--- src/rtl/tea_pkg.sv ---
// ----------------------------------------------------------------------------
// tea_pkg
// Shared types, constants and the round mixing function of the TEA cipher.
// ----------------------------------------------------------------------------
package tea_pkg;

	localparam logic [31:0] DELTA = 32'h9e37_79b9;

	localparam logic DIR_ENC = 1'b0;
	localparam logic DIR_DEC = 1'b1;

	typedef struct packed {
		logic        req_type;
		logic [31:0] block_left;
		logic [31:0] block_right;
	} in_t;

	typedef struct packed {
		logic [31:0] out_left;
		logic [31:0] out_right;
	} out_t;

	typedef struct packed {
		logic        dir;
		logic [31:0] y;
		logic [31:0] z;
	} stage_t;

	typedef struct packed {
		logic [31:0] k0;
		logic [31:0] k1;
		logic [31:0] k2;
		logic [31:0] k3;
	} key_t;

	function automatic logic [31:0] tea_mix(input logic [31:0] v, input logic [31:0] sum,
			input logic [31:0] ka, input logic [31:0] kb);
		tea_mix = ((v << 4) + ka) ^ (v + sum) ^ ((v >> 5) + kb);
	endfunction

endpackage

--- src/rtl/tea_stage.sv ---
// ----------------------------------------------------------------------------
// tea_stage
// One registered half-round. Even stages update the first half of the
// round, odd stages the second; the round's sum is fixed per stage and direction.
// ----------------------------------------------------------------------------
module tea_stage import tea_pkg::*; #(
	parameter int ROUNDS = 32,
	parameter int STAGE  = 0
) (
	input  logic   clk,
	input  logic   arst_n,
	input  logic   en,
	input  key_t   key,
	input  logic   valid_in,
	input  stage_t data_in,
	output logic   valid_out,
	output stage_t data_out
);

	localparam int unsigned RND     = STAGE / 2;
	localparam bit          ODD     = (STAGE % 2) == 1;
	localparam logic [31:0] SUM_ENC = DELTA * 32'(RND + 1);
	localparam logic [31:0] SUM_DEC = DELTA * 32'(ROUNDS - RND);

	logic        valid_s1;
	stage_t      data_s1;
	stage_t      nxt;
	logic [31:0] mix_y;
	logic [31:0] mix_z;
	logic [31:0] sum;

	always_comb begin
		sum   = (data_in.dir == DIR_DEC) ? SUM_DEC : SUM_ENC;
		mix_y = tea_mix(data_in.z, sum, key.k0, key.k1);
		mix_z = tea_mix(data_in.y, sum, key.k2, key.k3);
		nxt   = data_in;
		if (data_in.dir == DIR_ENC) begin
			if (ODD) nxt.z = data_in.z + mix_z;
			else     nxt.y = data_in.y + mix_y;
		end else begin
			if (ODD) nxt.y = data_in.y - mix_y;
			else     nxt.z = data_in.z - mix_z;
		end
	end

	always_ff @(posedge clk or negedge arst_n) begin
		if (!arst_n) begin
			valid_s1 <= 1'b0;
		end else if (en) begin
			valid_s1 <= valid_in;
		end
	end

	always_ff @(posedge clk) begin
		if (en) begin
			data_s1 <= nxt;
		end
	end

	assign valid_out = valid_s1;
	assign data_out  = data_s1;

endmodule

--- config.mk ---
export PLATFORM = sky130hd
export DESIGN_NAME = tea_stage
export DESIGN_NICKNAME = d
export VERILOG_FILES = /design/src/rtl/tea_pkg.sv /design/src/rtl/tea_stage.sv
export SDC_FILE = /design/constraint.sdc
export NUM_CORES = 1
export LEC_CHECK = 0
export BUFFER_PORTS_ARGS = -buffer_cell sky130_fd_sc_hd__buf_2
export CAP_MARGIN = 5
export CORE_MARGIN = 4
export CORE_UTILIZATION = 25
export DETAILED_ROUTE_END_ITERATION = 10
export PLACE_DENSITY = 0.45
export REMOVE_ABC_BUFFERS = 1
export SETUP_SLACK_MARGIN = 0.4
export SYNTH_ARGS = -nofsm -noshare
export SYNTH_HDL_FRONTEND = slang
export SYNTH_SLANG_ARGS = --single-unit
--- constraint.sdc ---
create_clock -name clk -period 0.8 [get_ports clk]
set_input_delay 0 -clock clk [delete_from_list [all_inputs] [get_ports clk]]
set_output_delay 0 -clock clk [all_outputs]
set_load 0.02 [all_outputs]
## Word-level counts from Yosys, hierarchy flattened

Cells that the tools add are included.

| word-level totals | value |
|---|---|
| input bits | 197 |
| register bits | 66 |
| output and inout bits | 66 |

| operators by class | value |
|---|---|
| add/sub/neg operators | 8 |
| bitwise gates (word level) | 4 |
| mux-type cells | 3 |

Operator list:

| kind | number |
|---|---|
| adder 32 bit | 5 |
| XOR 32 bit | 4 |
| adder 27 x 32 -> 32 bit | 2 |
| two-way mux 32 bit | 2 |
| subtractor 32 bit | 1 |
| two-way mux 31 bit | 1 |

## Longest topological paths before layout

Gate-level depths: netlist (run 1).

| logic depth | value |
|---|---|
| word-level depth | 6 |
| depth in mapped cells | 27 |
| mapped depth without buffers | 26 |

## Least setup slack after synthesis (run 1)

Ideal clock, no wire load.

| timing path | value |
|---|---|
| kind | input-to-reg |
| from | input port data_in[64] (netlist name) |
| to | register data_s1, in the netlist data_out[63] (data pin) |
| data required time | 0.540 ns |
| arrival | 5.503 ns |
| buffers on the path | 2 |
| setup time | 0.260 ns |
| slack | -4.963 ns |
| cell stages on the path | 25 |
| path through | clkbuf_1 -> clkinv_1 -> ha_1 -> a211oi_1 -> a21oi_1 -> o41ai_1 -> a41oi_1 -> o21ai_0 -> nand2b_1 -> xnor2_1 -> xnor2_1 -> xnor2_1 -> ha_1 -> clkbuf_1 -> a21oi_1 -> nor2_1 -> a211oi_1 -> o31a_1 -> o41ai_1 -> o31a_1 -> a221o_1 -> a31oi_1 -> xnor3_1 -> nor2_1 -> xor2_1 |

RTL lines:

| item | line | RTL |
|---|---|---|
| start, declared | tea_stage.sv:15 | `input stage_t data_in,` |
| end signal, assigned | tea_stage.sv:56 | `data_s1 <= nxt;` |
| end, declared | tea_stage.sv:26 | `stage_t data_s1;` |

==> results.cfg, run 1 <==
[status]
violations = hold timing, setup timing
status = complete, but fails checks

[clocking]
cts-root-buf = clkbuf_16
clk_pin_slew_worst_paths_ns = 0.06
cts_buffers = 9
htree_levels = 3
clock_path_buffers = 2
worstSkewPairLatency_ns = 0.36
cts_hold_buf = 1
clock_sinks = 66
cts_tree = built

[cells_and_area]
antenna_cells = 0
finalInstanceArea_um2 = 24500
multi_input_area_um2 = 13600
drive_above_1_share_pct = 49.9
fill_cells = 5256
seq_area_um2 = 1980
layoutNonFillerInstCount = 3338
layout.nets = 3047
areaGrowthSynthToFinish_pct = 78.4

[worst_setup_path]
crit_required_ns = 0.90
worstReg2RegStart = valid_out
criticalPathCategory = primary input to flip-flop
end_kind = flip-flop
cp_max_fo = 3
r2r_slack_ns = 0.02
cp-start-kind = primary input
reg2reg_to = valid_out
cp.arrival_ns = 4.82
worstRegToRegCells = 1

[pwr]
leakage_nw = 11.6
p_per_area_nw_per_um2 = 2770
ir_drop_v = 0.00129

[floorplanning]
die_area_um2 = 58700
core_area_um2 = 54100
die_x_um = 242
ioPinCount = 263
dieHeight_um = 242
start_util_pct = 25.3
num_rows = 85

[route]
drt-vias-per-instance = 4.86
drt-initial-drc-count = 662
detailedRoute.firstPassIterationCount = 6
finalWirelength_um = 62500
wl_per_cell_um = 18.7
postRouteAntennaNets = 0
vias = 16200
drc = 0

[timing]
slew_headroom_pct = 66.5
setup_viol = 130
finalMaxSlewViolations = 0
period_minus_slack_ns = 4.72
holdWs_ns = -0.122
fin_setup_tns_ns = -186.35
fin_ws_ns = -3.92
rsz0062_at_grt = yes
fmax_ghz = 0.212
fin_crit_sh_pct = 590
hold_viol_final = 5
skew_ns = 0
tightest_slew_ns = 0.497

[logic_synthesis]
ys_dominant_reg_cell = edfxtp_1
ys_ff_latch = 66
synth-async-reset-ratio_pct = 1.52
avgSynthCellArea_um2 = 8.39
synth_edf_count = 65
synth.largest_area_cell = ha_1
ys_warn_count = 0
synth.cells.most_frequent = xnor2_1, ha_1, a21oi_1
synthCells = 1636
synth_area_um2 = 13700
synth-seq-area-share_pct = 14.4
netlist.area_leader.share_pct = 18.9
ys_types = 73
synth.most_common_cell = xnor2_1
ys_top_cells_by_area = ha_1, xnor2_1, edfxtp_1

[placed_design]
port-buffer-count = 262
place_ws_ns = -4.99
place.gp.congestion = 0.885
dp_hpwl_um = 52600
placed_cells = 3242
post_dp_cell_area_um2 = 20900

[flow_run]
max-cap-violations = 0

[grt]
grt_max_degree = 38
antenna_found_initial = 3
grt.total_usage_pct = 20.2
grt-ovfl-total = 0
grt_pass1_vias = 16700
grt_pass1_wl_um = 93700

[min_path]
worstHoldPathType = primary input to flip-flop
hp-start = valid_in
min_path_cells = 2
hold_path_end = valid_out
==> report_power, final <==
group          internal, W  switching [W]
clock              0.00244        0.00179
combinational       0.0307         0.0265
sequential         0.00564       0.000831
==> what timing repair did <==
item / CTS / global route
setup buffers: 52 / 27
pin swaps: 180 / 136
gates resized for setup: 391 / 179
setup endpoints to repair: 140 / 131
endpoints found under the hold margin: 5 / 5
==> layer usage <==
metal / up-vias / track usage, % / wire [µm]
li1: 8113 / - / -
met1: 7760 / 27.4 / 29600
met2: 287 / 35.2 / 30100
met3: 51 / 1.68 / 1810
met4: 6 / 4.00 / 946
met5: - / 0 / 22
==> stage by stage <==
stage / hold slack [ns] / util (%) / total power [W]
floorplan: -0.296 / - / 0.0301
global placement: -0.226 / 38.6 / 0.0492
detailed placement: -0.225 / 38.6 / 0.0494
CTS: -0.143 / 43.2 / 0.0623
global route: -0.129 / 45.2 / 0.0720
finish: -0.122 / 45.2 / 0.0678
==> critical path, cell delays in order <==
cell	delay, ns
buf_6	0.10
ha_4	0.15
fa_2	0.36
a21o_1	0.18
a21oi_2	0.17
nor2b_1	0.07
o21a_1	0.20
o22a_1	0.21
buf_4	0.15
buf_6	0.11
a21o_1	0.14
a21o_1	0.16
a21o_1	0.17
a21oi_2	0.18
xnor2_2	0.10
ha_1	0.35
buf_6	0.13
a21o_1	0.17
a221o_1	0.39
a311o_1	0.39
a31o_4	0.29
a211oi_4	0.26
xnor2_1	0.11
mux2_4	0.26
==> worst max-delay path by stage <==
stage | depth (start not counted) | slack, ns | end | from
finish | 24 | -3.92 | data_out[28] | data_in[37]
global route | 27 | -4.11 | data_out[31] | data_in[37]
CTS | 26 | -3.84 | data_out[31] | data_in[37]
detailed placement | 27 | -4.99 | data_out[63] | data_in[0]
global placement | 25 | -4.87 | data_out[63] | data_in[5]
floorplan | 23 | -4.62 | data_out[63] | data_in[64]
==> area by class of cell <==
| cell class | count | area share, % |
|---|---|---|
| Inverter | 26 | 0.465 |
| Multi-Input combinational cell | 1523 | 55.4 |
| Tap cell | 696 | 3.56 |
| Sequential cell | 66 | 8.08 |
| Timing Repair Buffer | 1011 | 31.3 |
| Clock buffer | 9 | 0.920 |
| Clock inverter | 7 | 0.312 |
==> cells by family (layout without fill, tap and decap cells) <==
family | count (synthesis) | in the layout | share of synthesized area, %
compound gates | 553 | 553 | 26.6
xor+xnor | 355 | 355 | 22.8
fa+ha+maj | 213 | 213 | 19.8
buf+inv | 47 | 1053 | 1.29
flops | 66 | 66 | 14.4
mux | 26 | 26 | 2.12
simple gates | 376 | 376 | 13.1
==> registers in the layout (all words and copies together), names as in the netlist <==
register,count
data_out,65
valid_out,1
==> placed cells by master (no fill, tap or decap), types with 47 or more instances in the layout <==
master      n
xnor2_1   233
a21oi_2    47
buf_6     132
edfxtp_1   65
xor2_1     56
ha_1      182
xnor2_2    50
nand2_1   120
a21o_1    116
buf_2     199
buf_4     672
nor2_1     72
a21oi_1   110
(Power assumes the default switching activity.)
==> run 2, diff against run 1 <==
--- a/config.mk
+++ b/config.mk
@@ -10,6 +10,7 @@
 export CORE_MARGIN = 4
 export CORE_UTILIZATION = 25
 export DETAILED_ROUTE_END_ITERATION = 10
+export GPL_TIMING_DRIVEN = 0
 export PLACE_DENSITY = 0.45
 export REMOVE_ABC_BUFFERS = 1
 export SETUP_SLACK_MARGIN = 0.4
==> results.cfg, run 2 (same netlist as run 1, synthesis figures left out) <==
[clocking]
clock_path_buffers = 2
clk_pin_slew_worst_paths_ns = 0.06
htree_levels = 3
worstSkewPairLatency_ns = 0.35
cts_buffers = 9
clock_sinks = 66
cts_hold_buf = 1
cts_tree = built
cts-root-buf = clkbuf_16

[route]
finalWirelength_um = 56900
drt-vias-per-instance = 5.14
wl_per_cell_um = 21.0
postRouteAntennaNets = 0
drc = 0
drt-initial-drc-count = 623
vias = 13900
detailedRoute.firstPassIterationCount = 5

[grt]
grt.total_usage_pct = 18.4
grt_use_met1_pct = 24.2
grt_pass1_wl_um = 84200
busiest_layer = met2
grt-ovfl-total = 0
grt_pass1_vias = 14400
antenna_found_initial = 2
grt_max_degree = 37
use_met2_pct = 31.6
met3_usage_pct = 2.00

[floorplanning]
die_area_um2 = 58700
start_util_pct = 25.3
die_x_um = 242
ioPinCount = 263
core_area_um2 = 54100
num_rows = 85
dieHeight_um = 242

[pwr]
p_per_area_nw_per_um2 = 2850
clkPwrFrac_pct = 6.5
internal-power_w = 0.0316
switching_share_pct = 45.4
seq_power_share_pct = 11.5
leakage_nw = 8.65
p_switching_w = 0.0262
finalPower_w = 0.0578
comb_power_share_pct = 82.0
ir_drop_v = 0.00145

[min_path]
worstHoldPathType = primary input to flip-flop

[worst_setup_path]
critical_path.top_delay_family = compound AO/OA/AOI/OAI gates
cp_max_fo = 4
worst-path-buf-inv = 2
end_kind = flip-flop
critical_path_depth = 25
crit_path_max_incr_delay_ns = 0.39
cp-endpoint = data_out[63]
worstReg2RegStart = valid_out
cp-start-kind = primary input
reg2reg_to = valid_out
crit_required_ns = 0.90
criticalPathCategory = primary input to flip-flop
cp.arrival_ns = 4.99
critical-path-slowest-cell = a221o_1
startpoint = data_in[5]
r2r_slack_ns = -0.07
worstRegToRegCells = 2

[status]
status = complete, but fails checks
violations = hold timing, setup timing

[placed_design]
placed_cells = 2575
dp_hpwl_um = 43900
port-buffer-count = 262
place.gp.congestion = 0.866
place_ws_ns = -7.58
post_dp_cell_area_um2 = 15900

[cells_and_area]
final_cell_mix = xnor2_1, buf_2, ha_1, nand2_1, a21o_1
seq_area_um2 = 1980
layout.nets = 2420
layoutNonFillerInstCount = 2711
antenna_cells = 0
finalInstanceArea_um2 = 20300
drive_above_1_share_pct = 36.3
largest_register_ffs = 65
multi_input_area_um2 = 14000
final_common_cell = xnor2_1
fill_cells = 5387
areaGrowthSynthToFinish_pct = 47.8

[timing]
fmax_ghz = 0.205
skew_ns = 0
slew_headroom_pct = 53.3
hold_viol_final = 5
fin_crit_sh_pct = 611
finalMaxSlewViolations = 0
period_minus_slack_ns = 4.89
holdWs_ns = -0.119
tightest_slew_ns = 0.691
setup_viol = 131
rsz0062_at_grt = yes
fin_ws_ns = -4.09

[flow_run]
max-cap-violations = 0
## run 2: final cells by class
cell class | instances | area share [%]
Clock inverter | 7 | 0.228
Timing Repair inverter | 2 | 0.160
Sequential cell | 66 | 9.75
Inverter | 26 | 0.617
Multi-Input combinational cell | 1523 | 68.8
Clock buffer | 9 | 1.11
Timing Repair Buffer | 382 | 15.0
Tap cell | 696 | 4.30
## run 2: stage by stage
| stage | utilization, % | TNS, ns |
|---|---|---|
| floorplan | - | -190.45 |
| global placement | 29.2 | -508.11 |
| detailed placement | 29.3 | -342.37 |
| CTS | 35.1 | -177.36 |
| global route | 37.5 | -187.65 |
| finish | 37.5 | -178.59 |
## run 2: worst min-delay path by stage
stage / depth (start not counted) / start / slack (ns) / to
6_report: 2 / valid_in / -0.12 / valid_out
5_1_grt: 2 / valid_in / -0.12 / valid_out
4_1_cts: 2 / valid_in / -0.14 / valid_out
3_5_place_dp: 1 / arst_n / -0.22 / valid_out
3_3_place_gp: 1 / arst_n / -0.23 / valid_out
2_1_floorplan: 0 / arst_n / -0.30 / valid_out
## run 2: repair_timing
item,4_1_cts,5_1_grt
setup buffers,72,39
gates resized for setup,434,188
pin swaps,142,150
endpoints found under the hold margin,25,6
setup endpoints to repair,168,132
cloned,7,1
## run 2: routing by layer
metal / vias to the layer above / wire, µm / part of all wire [%]
met5: - / 21 / 0.037
met3: 78 / 1730 / 3.0
met2: 277 / 27200 / 48
met4: 4 / 1620 / 2.8
met1: 6712 / 26400 / 46
li1: 6856 / - / -
## run 2: power by group through the flow
stage / clock (W) / combinational [W] / sequential (W)
detailed placement: 0 / 0.0324 / 0.00650
global route: 0.00404 / 0.0507 / 0.00676
finish: 0.00373 / 0.0474 / 0.00666
CTS: 0.00391 / 0.0424 / 0.00667
global placement: 0 / 0.0321 / 0.00654
floorplan: 0 / 0.0225 / 0.00755
==> run 3, diff against run 2 <==
--- a/config.mk
+++ b/config.mk
@@ -7,6 +7,7 @@
 export LEC_CHECK = 0
 export BUFFER_PORTS_ARGS = -buffer_cell sky130_fd_sc_hd__buf_2
 export CAP_MARGIN = 5
+export CORE_ASPECT_RATIO = 1.2
 export CORE_MARGIN = 4
 export CORE_UTILIZATION = 25
 export DETAILED_ROUTE_END_ITERATION = 10
==> results.cfg, run 3 (same netlist as run 1, synthesis figures left out) <==
[status]
status = complete, but fails checks
violations = hold timing, setup timing

[timing]
holdWs_ns = -0.127
fin_crit_sh_pct = 612
skew_ns = 0
rsz0062_at_grt = yes
hold_viol_final = 3
fmax_ghz = 0.204
period_minus_slack_ns = 4.89
tightest_slew_ns = 0.951
fin_setup_tns_ns = -185.41
fin_ws_ns = -4.09
finalMaxSlewViolations = 0
setup_viol = 130
slew_headroom_pct = 35.8

[route]
detailedRoute.firstPassIterationCount = 4
wl_per_cell_um = 21.0
drc = 0
drt-vias-per-instance = 5.02
drt-initial-drc-count = 736
finalWirelength_um = 57900
vias = 13900
postRouteAntennaNets = 0

[flow_run]
max-cap-violations = 0

[floorplanning]
core_area_um2 = 54000
die_x_um = 222
dieHeight_um = 265
num_rows = 93
die_area_um2 = 58700
ioPinCount = 263
start_util_pct = 25.4

[worst_setup_path]
cp_max_fo = 4
worstRegToRegCells = 1
crit_required_ns = 0.91
cp.arrival_ns = 5.00
cp-start-kind = primary input
worst-path-buf-inv = 3
criticalPathCategory = primary input to flip-flop
critical_path_depth = 24
cp_cell_sequence = buf_12, ha_4, fa_2, a21o_1, a21o_1, a2111oi_4, o31a_1, a21oi_4, buf_4, buf_4, a21o_1, a21oi_2, xnor2_2, xnor2_2, ha_4, a211oi_2, o31a_1, o41ai_4, o31a_1, a221o_1, a31oi_4, xnor3_1, nor2_2, xor2_1
critical_path.top_delay_family = compound AO/OA/AOI/OAI gates
startpoint = data_in[5]
worstReg2RegStart = valid_out
critical-path-slowest-cell = a2111oi_4
crit_path_max_incr_delay_ns = 0.37
end_kind = flip-flop

[placed_design]
place.gp.congestion = 0.844
port-buffer-count = 262
dp_hpwl_um = 44200
placed_cells = 2591

[cells_and_area]
largest_register_ffs = 65
final_util_pct = 38.0
layoutNonFillerInstCount = 2759
final_common_cell = xnor2_1
final_cell_mix = xnor2_1, buf_2, ha_1, a21o_1, nand2_1
fill_cells = 5537
areaGrowthSynthToFinish_pct = 49.4
layout.nets = 2452
drive_above_1_share_pct = 37.4
antenna_cells = 0

[grt]
grt-ovfl-total = 0
grt.total_usage_pct = 18.4
use_met2_pct = 33.3
busiest_layer = met2
grt_use_met1_pct = 22.5
met3_usage_pct = 2.79
antenna_found_initial = 0
grt_max_degree = 67
grt_pass1_vias = 13800
grt_pass1_wl_um = 84100

[clocking]
cts-root-buf = clkbuf_16
worstSkewPairLatency_ns = 0.36
htree_levels = 3
clk_pin_slew_worst_paths_ns = 0.05
clock_sinks = 66
cts_tree = built
cts_hold_buf = 1
clock_path_buffers = 2
cts_buffers = 9

[pwr]
finalPower_w = 0.0599
p_per_area_nw_per_um2 = 2920
ir_drop_v = 0.00186
leakage_nw = 8.78

[min_path]
min_path_cells = 2
hp-start = valid_in
worstHoldPathType = primary input to flip-flop
## run 3: changes by cell type in the layout (fill, tap and decap cells not counted), moves of 5 or more
cell     change
buf_4       +19
buf_6       +13
a21oi_2      -6
buf_2        +5
nand2_1      -5
## run 3: final cells by class
class	count	area [µm²]	share of cell area (%)
clock buffers	10	229	1.12
clock inverters	6	57.6	0.281
inverters	26	124	0.604
multi-input cells	1523	14000	68.1
flip-flops and latches	66	1980	9.64
well taps	712	891	4.35
repair buffers	414	3240	15.8
repair inverters	2	32.5	0.159
## run 3: routing by layer
| metal | vias up | wire length, µm |
|---|---|---|
| met3 | 51 | 1870 |
| met2 | 281 | 29900 |
| met4 | 0 | 1540 |
| met5 | - | 0 |
| li1 | 6944 | - |
| met1 | 6587 | 24600 |
## run 3: power breakdown
| part | total, W | switching (W) | internal [W] | leakage [nW] |
|---|---|---|---|---|
| registers | 0.00656 | 0.000907 | 0.00565 | 0.647 |
| logic | 0.0493 | 0.0243 | 0.0250 | 7.99 |
| clock network | 0.00407 | 0.00168 | 0.00239 | 0.142 |
## run 3: final timing paths
| kind | end | slack, ns |
|---|---|---|
| min in group asynchronous | valid_out | -0.05 |
| max in group asynchronous | valid_out | 0.77 |
| max reg2reg | valid_out | 0.04 |
| max | data_out[63] | -4.09 |
| min | valid_out | -0.13 |
| min reg2reg | valid_out | 0.54 |
## run 3: what timing repair did
item                                    CTS  global route
endpoints found under the setup margin  178           166
gates cloned                              4             1
endpoints found under the hold margin    33            13
gates resized for setup                 354           275
setup buffers                            84            62
pin swaps                               147           138
## run 3: stage by stage
| stage | area (µm²) | worst slack (ns) |
|---|---|---|
| after floorplan | 13600 | -4.62 |
| after global placement | 15800 | -9.27 |
| after detailed placement | 15900 | -7.61 |
| after CTS | 18800 | -4.11 |
| after global routing | 20500 | -4.23 |
| final | 20500 | -4.09 |
